==> config.mk <==
export PLATFORM = sky130hd
export DESIGN_NAME = sos_range_mem
export DESIGN_NICKNAME = d
export VERILOG_FILES = /design/src/rtl/core/scan_object_segmenter_defines.svh /design/src/rtl/core/sos_pkg.sv /design/src/rtl/core/sos_range_mem.sv
export SDC_FILE = /design/constraint.sdc
export NUM_CORES = 2
export LEC_CHECK = 0
export ABC_CLOCK_PERIOD_IN_PS = 7500
export BUFFER_PORTS_ARGS = -buffer_cell sky130_fd_sc_hd__buf_4
export CORE_ASPECT_RATIO = 1.25
export CORE_MARGIN = 4
export CORE_UTILIZATION = 65
export CTS_CLUSTER_SIZE = 12
export DETAILED_ROUTE_END_ITERATION = 8
export PLACE_DENSITY = 0.81
export SLEW_MARGIN = 20
export SYNTH_ARGS = -nofsm -noshare
export SYNTH_HDL_FRONTEND = slang
export SYNTH_SLANG_ARGS = --single-unit
==> constraint.sdc <==
create_clock -name clk_i -period 7.5 [get_ports clk_i]
set_clock_uncertainty 0.05 [all_clocks]
set_input_delay 0.375 -clock clk_i [delete_from_list [all_inputs] [get_ports clk_i]]
set_output_delay 0.375 -clock clk_i [all_outputs]
set_load 0.01 [all_outputs]
==> src/rtl/core/scan_object_segmenter_defines.svh <==
// Assertion macros for the scan object segmenter RTL.
// Included by the modules that carry concurrent checks; no other dependencies.
`ifndef SCAN_OBJECT_SEGMENTER_DEFINES_SVH
`define SCAN_OBJECT_SEGMENTER_DEFINES_SVH

`ifndef ASSERT_OFF
// Clocked check, disabled while the asynchronous active-low reset is asserted.
`define SOS_ASSERT(label, clk, rst_n, prop) \
  label: assert property (@(posedge clk) disable iff (!rst_n) prop) \
    else $error("sos check failed");
// Clocked check that also holds through reset.
`define SOS_ASSERT_ALWAYS(label, clk, prop) \
  label: assert property (@(posedge clk) prop) \
    else $error("sos check failed");
`else
`define SOS_ASSERT(label, clk, rst_n, prop)
`define SOS_ASSERT_ALWAYS(label, clk, prop)
`endif

`endif

==> src/rtl/core/sos_pkg.sv <==
// Shared types and constants for the scan object segmenter.
// No dependencies; imported by every module of the block.
`timescale 1ns / 1ps
`default_nettype none

package sos_pkg;

  // Field widths
  localparam int unsigned NEAR_W   = 12;
  localparam int unsigned RANGE_W  = 14;
  localparam int unsigned OBJ_W    = 4;
  localparam int unsigned DPS_W    = 8;
  localparam int unsigned ANGLE_W  = 9;
  localparam int unsigned WIDTH_W  = 16;

  // Configuration port
  localparam int unsigned CFG_IDX_W  = 2;
  localparam int unsigned CFG_DATA_W = 12;

  typedef enum logic [CFG_IDX_W-1:0] {
    CFG_NEAR_THRESHOLD = 2'd0,
    CFG_MAX_OBJECTS    = 2'd1,
    CFG_DEG_PER_STEP   = 2'd2
  } cfg_reg_e;

  // Register reset values
  localparam logic [NEAR_W-1:0] NEAR_THR_RST = 12'd1000;
  localparam logic [OBJ_W-1:0]  MAX_OBJ_RST  = 4'd7;
  localparam logic [DPS_W-1:0]  DPS_RST      = 8'd2;

  localparam logic [OBJ_W-1:0] OBJ_COUNT_MAX = 4'd15;

  // pi/180 in unsigned Q0.24
  localparam int unsigned K_W            = 19;
  localparam logic [K_W-1:0] DEG_TO_RAD_Q24 = 19'd292818;
  localparam int unsigned FRAC_BITS      = 24;

  localparam int unsigned ANGLE_LIMIT = 360;
  localparam logic [WIDTH_W-1:0] WIDTH_LIMIT = 16'hFFFF;

  localparam int unsigned MAX_SAMPLES_DEF = 256;

  typedef enum logic [2:0] {
    ST_IDLE,
    ST_DECIDE,
    ST_MUL_ANGLE,
    ST_MUL_SPAN,
    ST_MUL_AREA,
    ST_MUL_SCALE,
    ST_ROUND,
    ST_DONE
  } seg_state_e;

  // Operand selection for the shared multiplier
  typedef enum logic [2:0] {
    MUL_IDLE,
    MUL_ANGLE,
    MUL_SPAN,
    MUL_RANGE_SPAN,
    MUL_SCALE
  } mul_op_e;

endpackage

`default_nettype wire

==> src/rtl/core/sos_range_mem.sv <==
// Range line store: one range word per sample index, registered read.
// Depends on sos_pkg.
`timescale 1ns / 1ps
`default_nettype none

module sos_range_mem
  import sos_pkg::*;
#(
  parameter int unsigned MAX_SAMPLES = MAX_SAMPLES_DEF
) (
  input  wire logic                             clk_i,
  input  wire logic                             we_i,
  input  wire logic [$clog2(MAX_SAMPLES)-1:0]   waddr_i,
  input  wire logic [RANGE_W-1:0]               wdata_i,
  input  wire logic                             re_i,
  input  wire logic [$clog2(MAX_SAMPLES)-1:0]   raddr_i,
  output logic      [RANGE_W-1:0]               rdata_o
);

  logic [RANGE_W-1:0] mem_q [MAX_SAMPLES];
  logic [RANGE_W-1:0] rdata_q;

  always_ff @(posedge clk_i) begin
    if (we_i) begin
      mem_q[waddr_i] <= wdata_i;
    end
  end

  always_ff @(posedge clk_i) begin
    if (re_i) begin
      rdata_q <= mem_q[raddr_i];
    end
  end

  assign rdata_o = rdata_q;

endmodule

`default_nettype wire

; Yosys cells after proc, flatten, opt, wreduce, memory -nomap -nowiden
; Memory sizes are Yosys's and may differ from the RTL's. A register that Yosys moved wholly into a read port is not among the register bits.
; Index checks and enable logic that the tools add are counted.
[totals]
register_bits = 0
ram_bits = 3584
input_bits = 33
output_inout_bits = 14
n_memories = 1
[classes]
n_mux = 2
[mem_list]
columns = name, depth, width, rd, rd_ports_with_merged_regs, wr, line
row1 = mem_q, 256, 14, 1, 1, 1, sos_range_mem.sv:20  ; logic [RANGE_W-1:0] mem_q [MAX_SAMPLES];
[op_table]
columns = op, n
row1 = 1-bit 2-to-1 mux, 2

; Depth between registers and ports, before layout
[logic_depth]
depth_word = 2
mapped_depth = 13
depth_no_buf = 6

; Least setup slack after synthesis
; Ideal clock, no wire load.
[synth_timing]
kind = input port to flip-flop
start = input port raddr_i[0]
end = register rdata_q[12] (netlist: rdata_o[12]), read port of mem_q, data pin
setup_ns = 0.267
arrival_ns = 2.364
required_ns = 7.183
slack_ns = 4.819
path_stages = 10
cell_sequence = buf_6 -> buf_6 -> buf_6 -> buf_6 -> buf_2 -> mux4_2 -> a22oi_1 -> a21oi_1 -> nor4_1 -> nor3_2
[synth_rtl]
columns = element, line
row1 = start: declaration, sos_range_mem.sv:16  ; input wire logic [$clog2(MAX_SAMPLES)-1:0] raddr_i,
row2 = end: declaration, sos_range_mem.sv:21  ; logic [RANGE_W-1:0] rdata_q;

==> metrics.md <==
| Metric | Value |
|---|---|
| Run status | finished, violations left |
| Failing checks | DRC, capacitance limit, slew limit |
| Final Hold Fails | 0 |
| Number of global-route vias before repair | 71,700 |
| VDD IR max | 238 uV |
| DR WL/cell | 40.9 um |
| Post-DP Area | 143,000 um2 |
| Clock share of power | 38.9% |
| Flops & latches, synth | 3,598 |
| Hold/Removal Path Class | input port to register |
| Setup Fix Bufs, Post-CTS | 0 |
| Pwr/cell area | 260 nW/um2 |
| Post-synthesis sequential area ratio | 77.8% |
| First-pass GRT wire length | 542,000 um |
| Syn avg cell area | 22.6 um2 |
| Commonest non-fill, non-tap cell in the layout | edfxtp_1 |
| Initial Utilization | 65.4% |
| F_max | 0.240 GHz |
| Full die area | 221,000 um2 |
| Post-synth EDFFs | 3,598 |
| Share of the synthesized area in the top cell type | 77.8% |
| Root Buffer | clkbuf_16 |
| CTS Buf Count | 348 |
| Crit path DAT | 4710 ps |
| Area Growth Syn to Fin | 10.2% |
| Synth warn | 0 |
| Unrepaired setup endpoints after global routing | false |
| Longest Clk Path Bufs | 4 |
| DIE HEIGHT | 525 um |
| Net count reported at finish | 6,514 |
| Fin crit share | 55.6% |
| Main synth FF type | edfxtp_1 |
| Final setup TNS | 0 ps |
| GRT Util Overall | 34.6% |
| Layout cell share with drive strength beyond 1 | 26.8% |
| Cell Count, Final, Fillers Out | 9,340 |
| Port Buffer Count | 46 |
| Worst rel slew slack | -14.8% |
| CTS tree | done |
| Core ar. | 212,000 um2 |
| Logic pwr share | 5.3% |
| Dpl cells | 8,884 |
| Int Pwr | 31.3 mW |
| Pleak | 47.7 nW |
| PostCTS Resize Cnt | 0 |
| H-tree depth | 5 |
| Cell Area, Synth | 139,000 um2 |
| Synth area leader | edfxtp_1 |
| Cell Rows | 189 |
| CP required | 8040 ps |
| Psw | 8.52 mW |
| Max FO, Critical Path | 55 |
| Async set-reset flop share out of synthesis | 0% |
| Cell area after layout | 153,000 um2 |
| Final setup viols | 0 |
| WL final | 382,000 um |
| Initial drt markers | 13,700 |
| Clock Latency Late Sink | 910 ps |
| Clock transition at the registers of the reported paths | 60 ps |
| Sequential Power Share | 55.8% |
| Final routed DRC violation total | 1 |
| Boundary Pins | 47 |
| WS Path Type | input port to register |
| Die width | 422 um |
| Post-synth cell types | 57 |
| Max-cap check violation count | 1 |
| Pre-CTS WS | 2580 ps |
| Crit path launch type | input port |
| Cells taking the most area after synthesis | edfxtp_1 78%, mux4_2 14%, mux2i_1 2.1% |
| Clock period minus worst slack | 4170 ps |
| DP HPWL | 202,000 um |
| Final max-slew violation count | 2 |
| Post-synthesis cell count | 6,142 |
| Routability cong. | 0.872 |
| Slew @ Worst Pin | 1710 ps |
| Final ANT Viol Nets | 0 |
| Initial antenna violation count | 20 |
| Setup ws final | 3330 ps |
| Detailed Routing Iterations Pass 1 | 9 |
| Number of vias per cell | 7.62 |
| Overall power | 39.8 mW |
| Hold_buf cts | 9 |
| Syn Nets | 6,175 |
| Largest net degree at the start of global routing | 158 |
| Via count | 71,200 |
| Switching fraction of total power | 21.4% |
| Grt total ovfl | 0 |
| CTS Sinks | 3,598 |
| Commonest cells after routing, fill and taps aside | 3,598 x edfxtp_1, 859 x mux4_2, 354 x clkbuf_16 |
| Worst Setup End Kind | register |
[routing by layer]
layer	GRT usage (%)	vias up	routed length, um
met5	0	-	54
li1	-	26600	-
met3	8.68	1397	51000
met2	53.2	6916	183000
met1	44.7	36300	118000
met4	22.5	8	31000
[worst max-delay path, stage by stage]
cell and delay (ps):
buf_8 400, buf_4 580, buf_4 720, mux4_2 450, a22oi_1 310, a21oi_1 170, nor4_1 1310, nor4_1 120
[Yosys cell counts, types with 34 or more instances]
| cell | count |
|---|---|
| a211oi_1 | 65 |
| a21oi_1 | 74 |
| a22oi_1 | 92 |
| buf_2 | 74 |
| buf_4 | 42 |
| buf_6 | 47 |
| clkbuf_1 | 145 |
| edfxtp_1 | 3598 |
| mux2i_1 | 290 |
| mux4_2 | 859 |
| nand2_1 | 61 |
| nand3_1 | 34 |
| nor2_1 | 301 |
| nor2b_1 | 36 |
| o221ai_1 | 60 |
[flip-flops by register name (all words and copies together) (netlist names)]
register  count
rdata_o      14
mem_q      3584
[final timing paths]
kind / startpoint / end / slack (ps) / cells after the start
max reg2reg: mem_q[223][13] / rdata_o[13] / 4290 / 5
min reg2reg: mem_q[16][13] / rdata_o[13] / 1050 / 6
max: raddr_i[1] / rdata_o[13] / 3330 / 8
min: wdata_i[13] / mem_q[87][13] / 40 / 1
[cells by family after synthesis]
family	synth area share, %
AND/OR/NAND/NOR	1.75
flip-flops	77.8
multiplexers	16.2
AO/OA/AOI/OAI	2.54
buffers and inverters	1.71
[area by class of cell]
| class | instances | area [um2] |
|---|---|---|
| timing repair buffer | 358 | 3190 |
| fill | 10800 | 59200 |
| sequential | 3598 | 108000 |
| antenna | 14 | 35.0 |
| inverter | 2 | 10.0 |
| tap | 2769 | 3460 |
| clock inverter | 32 | 275 |
| multi-input combinational | 2173 | 29100 |
| clock buffer | 394 | 9010 |
[power by group through the flow]
stage | clock [mW] | sequential (mW) | combinational, mW
6_report | 15.5 | 22.2 | 2.12
3_5_place_dp | 0 | 22.6 | 2.00
4_1_cts | 15.5 | 22.2 | 2.05
5_1_grt | 16.4 | 22.2 | 2.17
3_3_place_gp | 0 | 22.6 | 1.92
2_1_floorplan | 0 | 22.6 | 1.10
[through the flow]
step	utilization (%)	hold WS (ps)
3_5_place_dp	67.6	785
4_1_cts	72.0	16.1
6_report	72.1	41.4
2_1_floorplan	-	424
5_1_grt	72.1	45.9
3_3_place_gp	67.4	786
No activity file was read; power rests on OpenSTA's default activity.
