[src/rtl/core/scan_object_segmenter_defines.svh]
// Assertion macros for the scan object segmenter RTL.
// Included by the modules that carry concurrent checks; no other dependencies.
`ifndef SCAN_OBJECT_SEGMENTER_DEFINES_SVH
`define SCAN_OBJECT_SEGMENTER_DEFINES_SVH

`ifndef ASSERT_OFF
// Clocked check, disabled while the asynchronous active-low reset is asserted.
`define SOS_ASSERT(label, clk, rst_n, prop) \
  label: assert property (@(posedge clk) disable iff (!rst_n) prop) \
    else $error("sos check failed");
// Clocked check that also holds through reset.
`define SOS_ASSERT_ALWAYS(label, clk, prop) \
  label: assert property (@(posedge clk) prop) \
    else $error("sos check failed");
`else
`define SOS_ASSERT(label, clk, rst_n, prop)
`define SOS_ASSERT_ALWAYS(label, clk, prop)
`endif

`endif

[src/rtl/core/sos_pkg.sv]
// Shared types and constants for the scan object segmenter.
// No dependencies; imported by every module of the block.
`timescale 1ns / 1ps
`default_nettype none

package sos_pkg;

  // Field widths
  localparam int unsigned NEAR_W   = 12;
  localparam int unsigned RANGE_W  = 14;
  localparam int unsigned OBJ_W    = 4;
  localparam int unsigned DPS_W    = 8;
  localparam int unsigned ANGLE_W  = 9;
  localparam int unsigned WIDTH_W  = 16;

  // Configuration port
  localparam int unsigned CFG_IDX_W  = 2;
  localparam int unsigned CFG_DATA_W = 12;

  typedef enum logic [CFG_IDX_W-1:0] {
    CFG_NEAR_THRESHOLD = 2'd0,
    CFG_MAX_OBJECTS    = 2'd1,
    CFG_DEG_PER_STEP   = 2'd2
  } cfg_reg_e;

  // Register reset values
  localparam logic [NEAR_W-1:0] NEAR_THR_RST = 12'd1000;
  localparam logic [OBJ_W-1:0]  MAX_OBJ_RST  = 4'd7;
  localparam logic [DPS_W-1:0]  DPS_RST      = 8'd2;

  localparam logic [OBJ_W-1:0] OBJ_COUNT_MAX = 4'd15;

  // pi/180 in unsigned Q0.24
  localparam int unsigned K_W            = 19;
  localparam logic [K_W-1:0] DEG_TO_RAD_Q24 = 19'd292818;
  localparam int unsigned FRAC_BITS      = 24;

  localparam int unsigned ANGLE_LIMIT = 360;
  localparam logic [WIDTH_W-1:0] WIDTH_LIMIT = 16'hFFFF;

  localparam int unsigned MAX_SAMPLES_DEF = 256;

  typedef enum logic [2:0] {
    ST_IDLE,
    ST_DECIDE,
    ST_MUL_ANGLE,
    ST_MUL_SPAN,
    ST_MUL_AREA,
    ST_MUL_SCALE,
    ST_ROUND,
    ST_DONE
  } seg_state_e;

  // Operand selection for the shared multiplier
  typedef enum logic [2:0] {
    MUL_IDLE,
    MUL_ANGLE,
    MUL_SPAN,
    MUL_RANGE_SPAN,
    MUL_SCALE
  } mul_op_e;

endpackage

`default_nettype wire

[src/rtl/core/sos_mul_unit.sv]
// Shared multiplier with its own operand select and registered product.
// Depends on sos_pkg.
`timescale 1ns / 1ps
`default_nettype none

module sos_mul_unit
  import sos_pkg::*;
#(
  parameter int unsigned MAX_SAMPLES = MAX_SAMPLES_DEF
) (
  input  wire logic                                         clk_i,
  input  wire mul_op_e                                      op_i,
  input  wire logic [$clog2(MAX_SAMPLES)-1:0]               mid_i,
  input  wire logic [$clog2(MAX_SAMPLES)-1:0]               span_i,
  input  wire logic [DPS_W-1:0]                             dps_i,
  input  wire logic [RANGE_W-1:0]                           range_i,
  output logic [RANGE_W+DPS_W+$clog2(MAX_SAMPLES)+K_W-1:0]  product_o
);

  localparam int unsigned IDX_W = $clog2(MAX_SAMPLES);
  localparam int unsigned A_W   = RANGE_W + DPS_W + IDX_W;
  localparam int unsigned P_W   = A_W + K_W;

  logic [A_W-1:0] op_a;
  logic [K_W-1:0] op_b;
  logic [P_W-1:0] prod_d;
  logic [P_W-1:0] prod_q;

  // Chained ops take the previous product as operand A
  always_comb begin
    unique case (op_i)
      MUL_ANGLE: begin
        op_a = A_W'(mid_i);
        op_b = K_W'(dps_i);
      end
      MUL_SPAN: begin
        op_a = A_W'(span_i);
        op_b = K_W'(dps_i);
      end
      MUL_RANGE_SPAN: begin
        op_a = prod_q[A_W-1:0];
        op_b = K_W'(range_i);
      end
      MUL_SCALE: begin
        op_a = prod_q[A_W-1:0];
        op_b = DEG_TO_RAD_Q24;
      end
      default: begin
        op_a = '0;
        op_b = '0;
      end
    endcase
  end

  assign prod_d = op_a * op_b;

  always_ff @(posedge clk_i) begin
    if (op_i != MUL_IDLE) begin
      prod_q <= prod_d;
    end
  end

  assign product_o = prod_q;

endmodule

`default_nettype wire

[config.mk]
export PLATFORM = sky130hd
export DESIGN_NAME = sos_mul_unit
export DESIGN_NICKNAME = d
export VERILOG_FILES = /design/src/rtl/core/scan_object_segmenter_defines.svh /design/src/rtl/core/sos_pkg.sv /design/src/rtl/core/sos_mul_unit.sv
export SDC_FILE = /design/constraint.sdc
export NUM_CORES = 1
export LEC_CHECK = 0
export BUFFER_PORTS_ARGS = -buffer_cell sky130_fd_sc_hd__buf_4
export CORE_MARGIN = 2
export CORE_UTILIZATION = 42
export CTS_CLUSTER_DIAMETER = 150
export CTS_CLUSTER_SIZE = 25
export DETAILED_ROUTE_END_ITERATION = 12
export PLACE_DENSITY = 0.55
export SETUP_SLACK_MARGIN = 0.3
export SLEW_MARGIN = 20
export SYNTH_ARGS = -nofsm -noshare
export SYNTH_HDL_FRONTEND = slang
export SYNTH_SLANG_ARGS = --single-unit
[constraint.sdc]
create_clock -name clk_i -period 11.6 [get_ports clk_i]
set_input_delay 2.32 -clock clk_i [delete_from_list [all_inputs] [get_ports clk_i]]
set_output_delay 2.32 -clock clk_i [all_outputs]
set_load 0.02 [all_outputs]
-- Word-level counts from Yosys, hierarchy flattened
Cells that the tools add are included.
- $mul: 1
- eq/ne operators: 4
- multiplexer cells: 2
- reductions and logical operators: 3
- operators with widths (operator ; number):
    $pmux W30 S3 ; 1
    $pmux W19 S3 ; 1
    $mul A30 B19 Y49 ; 1
    $eq A3 B2 Y1 const B ; 2
    $reduce_or A2 Y1 ; 2
    $eq A3 B1 Y1 const B ; 1
    $eq A3 B3 Y1 const B ; 1
    $reduce_bool A3 Y1 ; 1
- register bits: 49
- input port bits: 42
- output and inout bits: 49
- word-level logic and storage cells: 11

-- Logic depth before layout (Yosys ltp)
- word-level depth: 4
- mapped depth: 32
- gate-level depth less buffers: 27

-- Least setup slack after synthesis
Ideal clock, no wire load.
- path type: input-to-reg
- start point: input op_i[1]
- end point: register prod_q[45] (netlist: product_o[45]), data pin
- data arrival time: 8.696 ns
- slack: 2.639 ns
- stages on the path: 28
- path buffers: 3
- path through: nor2b_1 > clkbuf_1 > or2_1 > buf_2 > a22oi_1 > nor2_1 > nor2_1 > buf_2 > nor2_1 > fa_1 > inv_1 > fa_1 > fa_1 > fa_1 > inv_1 > fa_1 > inv_1 > fa_1 > inv_1 > ha_1 > a211oi_1 > o21ai_0 > a211oi_1 > a31oi_1 > a221o_2 > nand4_4 > o21ai_0 > xor2_1
- cells in the longest elaborated chain, start to end: 4
- elaborated cells between the ends (all ways): 9
- classes of those cells: mul (1); eq/ne (4); mux (2); reduce/logical (2)
- ends and longest elaborated chain (element ; RTL line ; text):
    from (decl) ; sos_mul_unit.sv:12 ; input wire mul_op_e op_i,
    $eq A3 B3 Y1, or another cell as far along ; sos_mul_unit.sv:31 ; unique case (op_i)
    $reduce_or A2 Y1 (no line) ; -- ;
    $pmux W30 S3 or $pmux W19 S3 (tied branches) ; sos_mul_unit.sv:31 ;
    $mul A30 B19 Y49 (*) ; sos_mul_unit.sv:55 ; assign prod_d = op_a * op_b;
    via prod_d[45] ; sos_mul_unit.sv:26 ; logic [P_W-1:0] prod_d;
    to (signal assigned) ; sos_mul_unit.sv:59 ; prod_q <= prod_d;
    to (decl) ; sos_mul_unit.sv:27 ; logic [P_W-1:0] prod_q;
The timed path passes the listed nets; every way through them passes the cells marked *.
A chain may end at the register's enable or synchronous reset.

-- Worst setup path after layout
- start point: input op_i[0]
- end point: register prod_q[39] (netlist: product_o[39]), data pin
Same word-level chain as after synthesis.

==> metrics <==
Setup Buffers After CTS 0; Leak Pwr 0.0105 uW; Worst-Skew Late Latency 310 ps; # rows 76; Critical Path RT 11660 ps; clk sinks between 40 and 50; slew margin rel. 25.3%; fin util 45.7%; DR iter-0 viols just over 900; Inst Count DP 2659; Hold-fix buffers, CTS 0; I/O pins 91; Fin Clk Skew 6.03 ps; worst-margin pin slew 1120 ps; fin cells 2666; crit start category primary input; Setup crit end kind register; peak supply drop 0.0810 mV; Tot GR Track Use 26.8%; fmax ~98 MHz; die width 212 microns; Final GP Congestion 0.890; last element of the critical path product_o[39]; Initial Util 42.3%; Post-Syn Nets between 2000 and 3000; Reg area 0.00147 sq mm; Post-Syn Area per Cell roughly 8.7 sq um; height of the chip 212 microns; power density cells 119 mW/mm^2; Final Hold Viols 0; DP Area approximately 0.019 sq mm; Final setup violation count 0; MaxCap Viol Count 0; worst hold-check path type register to register; first-pass GRT wire length 90.2 mm; Clock Path Buffers 2; total die area 0.0448 sq mm; n_diodes 0; Max FO, Critical Path 24; share of cells above drive strength 1 7.36%; cell area after layout approximately 0.02 sq mm; # fillers about 4300; max reg flops 49; Syn. warnings 0; Post-synth ARST share 0%; Setup crit start op_i[0]; Final #Nets 2729; Synth Flop Type edfxtp_1; routed length per instance about 21 microns; GR Overflow Total 0; launch point of the worst reg-to-reg path product_o[5]; r2r endpoint product_o[39]; vias 14144; status complete, no violations; r2r setup slk 4010 ps; top-count cell post-synth inv_1; hpwl dp approximately 46 mm; Reg2Reg Depth 23; synth cell count leaders inv_1 (523), fa_1 (388), nor2_1 (297); Via density 5.31; Setup TNS 0 ps; Unique masters post-synth 59; Min Hold Slack around 800 ps; WP data arrival 10240 ps; remaining antenna violation count 0; number of global-route vias before repair 15430; crit share post-route 87.8%; Area growth syn-to-layout 7.99%; core footprint 0.0428 sq mm; post-synthesis sequential area ratio under 10%; post-synthesis sequential element count 49; CTS tree built; CTS buffer count 5; EDFF count, synth around 50; synthesized area 0.0181 sq mm; clk root buf clkbuf_16; CP Class primary input to register; area leader, netlist fa_1; area of the multi-input gates about 0.014 sq mm; port bufs 90; cells after synthesis 2077; clock period minus worst slack roughly 10000 ps; Total Wirelength 55.8 mm; post-CTS resize count 0; share of the synthesized area in the top cell type 42.9%; unrepaired setup endpoints after global routing false; synth top area cells fa_1 (43%), ha_1 (12%), inv_1 (11%); initial antenna violation count 3; Final Slew Violations 0; Initial DRT Pass Iterations 5; H-tree levels 2; Post-route DRC 0; largest net degree at the start of global routing 50; clk slew on worst S/H paths 70 ps
==> layout make-up <==
class,count,area share (%)
timing repair buffer,121,4.65
multi-input combinational,1420,73.5
sequential,49,7.53
clock buffer,5,0.640
tap,546,3.49
clock inverter,2,0.179
inverter,523,10.0
==> cell families (layout without fill, tap and decap cells) <==
logic type               count (synthesis)  after routing  synth area share, %
AO/OA/AOI/OAI                          195            195                 6.85
AND/OR/NAND/NOR                        620            620                 15.1
multiplexers                             1              1               0.0622
buffers and inverters                  608            651                 12.8
flip-flops                              49             49                 8.13
XOR/XNOR                                37             37                 1.79
adder cells (fa/ha/maj)                567            567                 55.3
==> critical path: stages <==
cell	delay (ps)
buf_4	130
nor2_1	90
buf_4	270
nand2_1	350
o21ai_4	370
buf_4	380
nand2_1	400
nor2_1	270
fa_1	450
fa_1	580
inv_1	80
fa_1	490
inv_1	50
fa_1	510
inv_1	60
fa_1	500
fa_1	500
inv_1	40
ha_1	380
o21ai_0	110
o21ai_0	390
a211oi_1	190
a311oi_2	700
nor2_1	120
o21ai_1	200
a21boi_0	140
xnor2_1	140
==> worst min path at each step <==
stage	from	to	slack, ps	cells past startpoint
2_1_floorplan	product_o[0]	product_o[0]	750	2
3_3_place_gp	product_o[0]	product_o[0]	740	2
3_5_place_dp	product_o[0]	product_o[0]	770	2
4_1_cts	product_o[0]	product_o[0]	780	2
5_1_grt	product_o[0]	product_o[0]	820	2
6_report	product_o[0]	product_o[0]	800	2
==> power by group <==
| group | total (uW) | internal [uW] | switching [uW] | leakage [uW] |
|---|---|---|---|---|
| Clock | 173 | 100 | 72.3 | 0.0000797 |
| Sequential | 453 | 302 | 151 | 0.000548 |
| Combinational | 1690 | 619 | 1070 | 0.00982 |
==> placed cells by master, fill, tap and decap left out, drive strengths merged, types with 14 or more instances in the layout <==
cell / netlist / final
o21ai: 39 / 39
edfxtp: 49 / 49
a21oi: 66 / 66
fa: 388 / 388
xor2: 17 / 17
nor2b: 15 / 15
xnor2: 20 / 20
and3: 32 / 32
and2: 40 / 40
buf: 30 / 121
inv: 523 / 523
nand2: 148 / 148
nor2: 297 / 297
ha: 179 / 179
a22oi: 14 / 14
nand3: 43 / 43
a21o: 24 / 24
==> metrics by stage <==
step	setup slack (ps)	power, uW
finish	1410	2320
global route	949	2530
detailed placement	1070	2120
global placement	868	2120
CTS	1370	2320
floorplan	2640	1470
==> per-layer routing <==
layer  share of wire [%]  wire, microns  global-route usage [%]  up-vias
met5                   0              0                       0        -
met2                  46          25600                    42.6      479
li1                    -              -                       -     6334
met4                 2.4           1360                    6.63        0
met3                 6.5           3630                    3.60       84
met1                  45          25200                    38.9     7247
No activity file was read; power rests on OpenSTA's default activity.
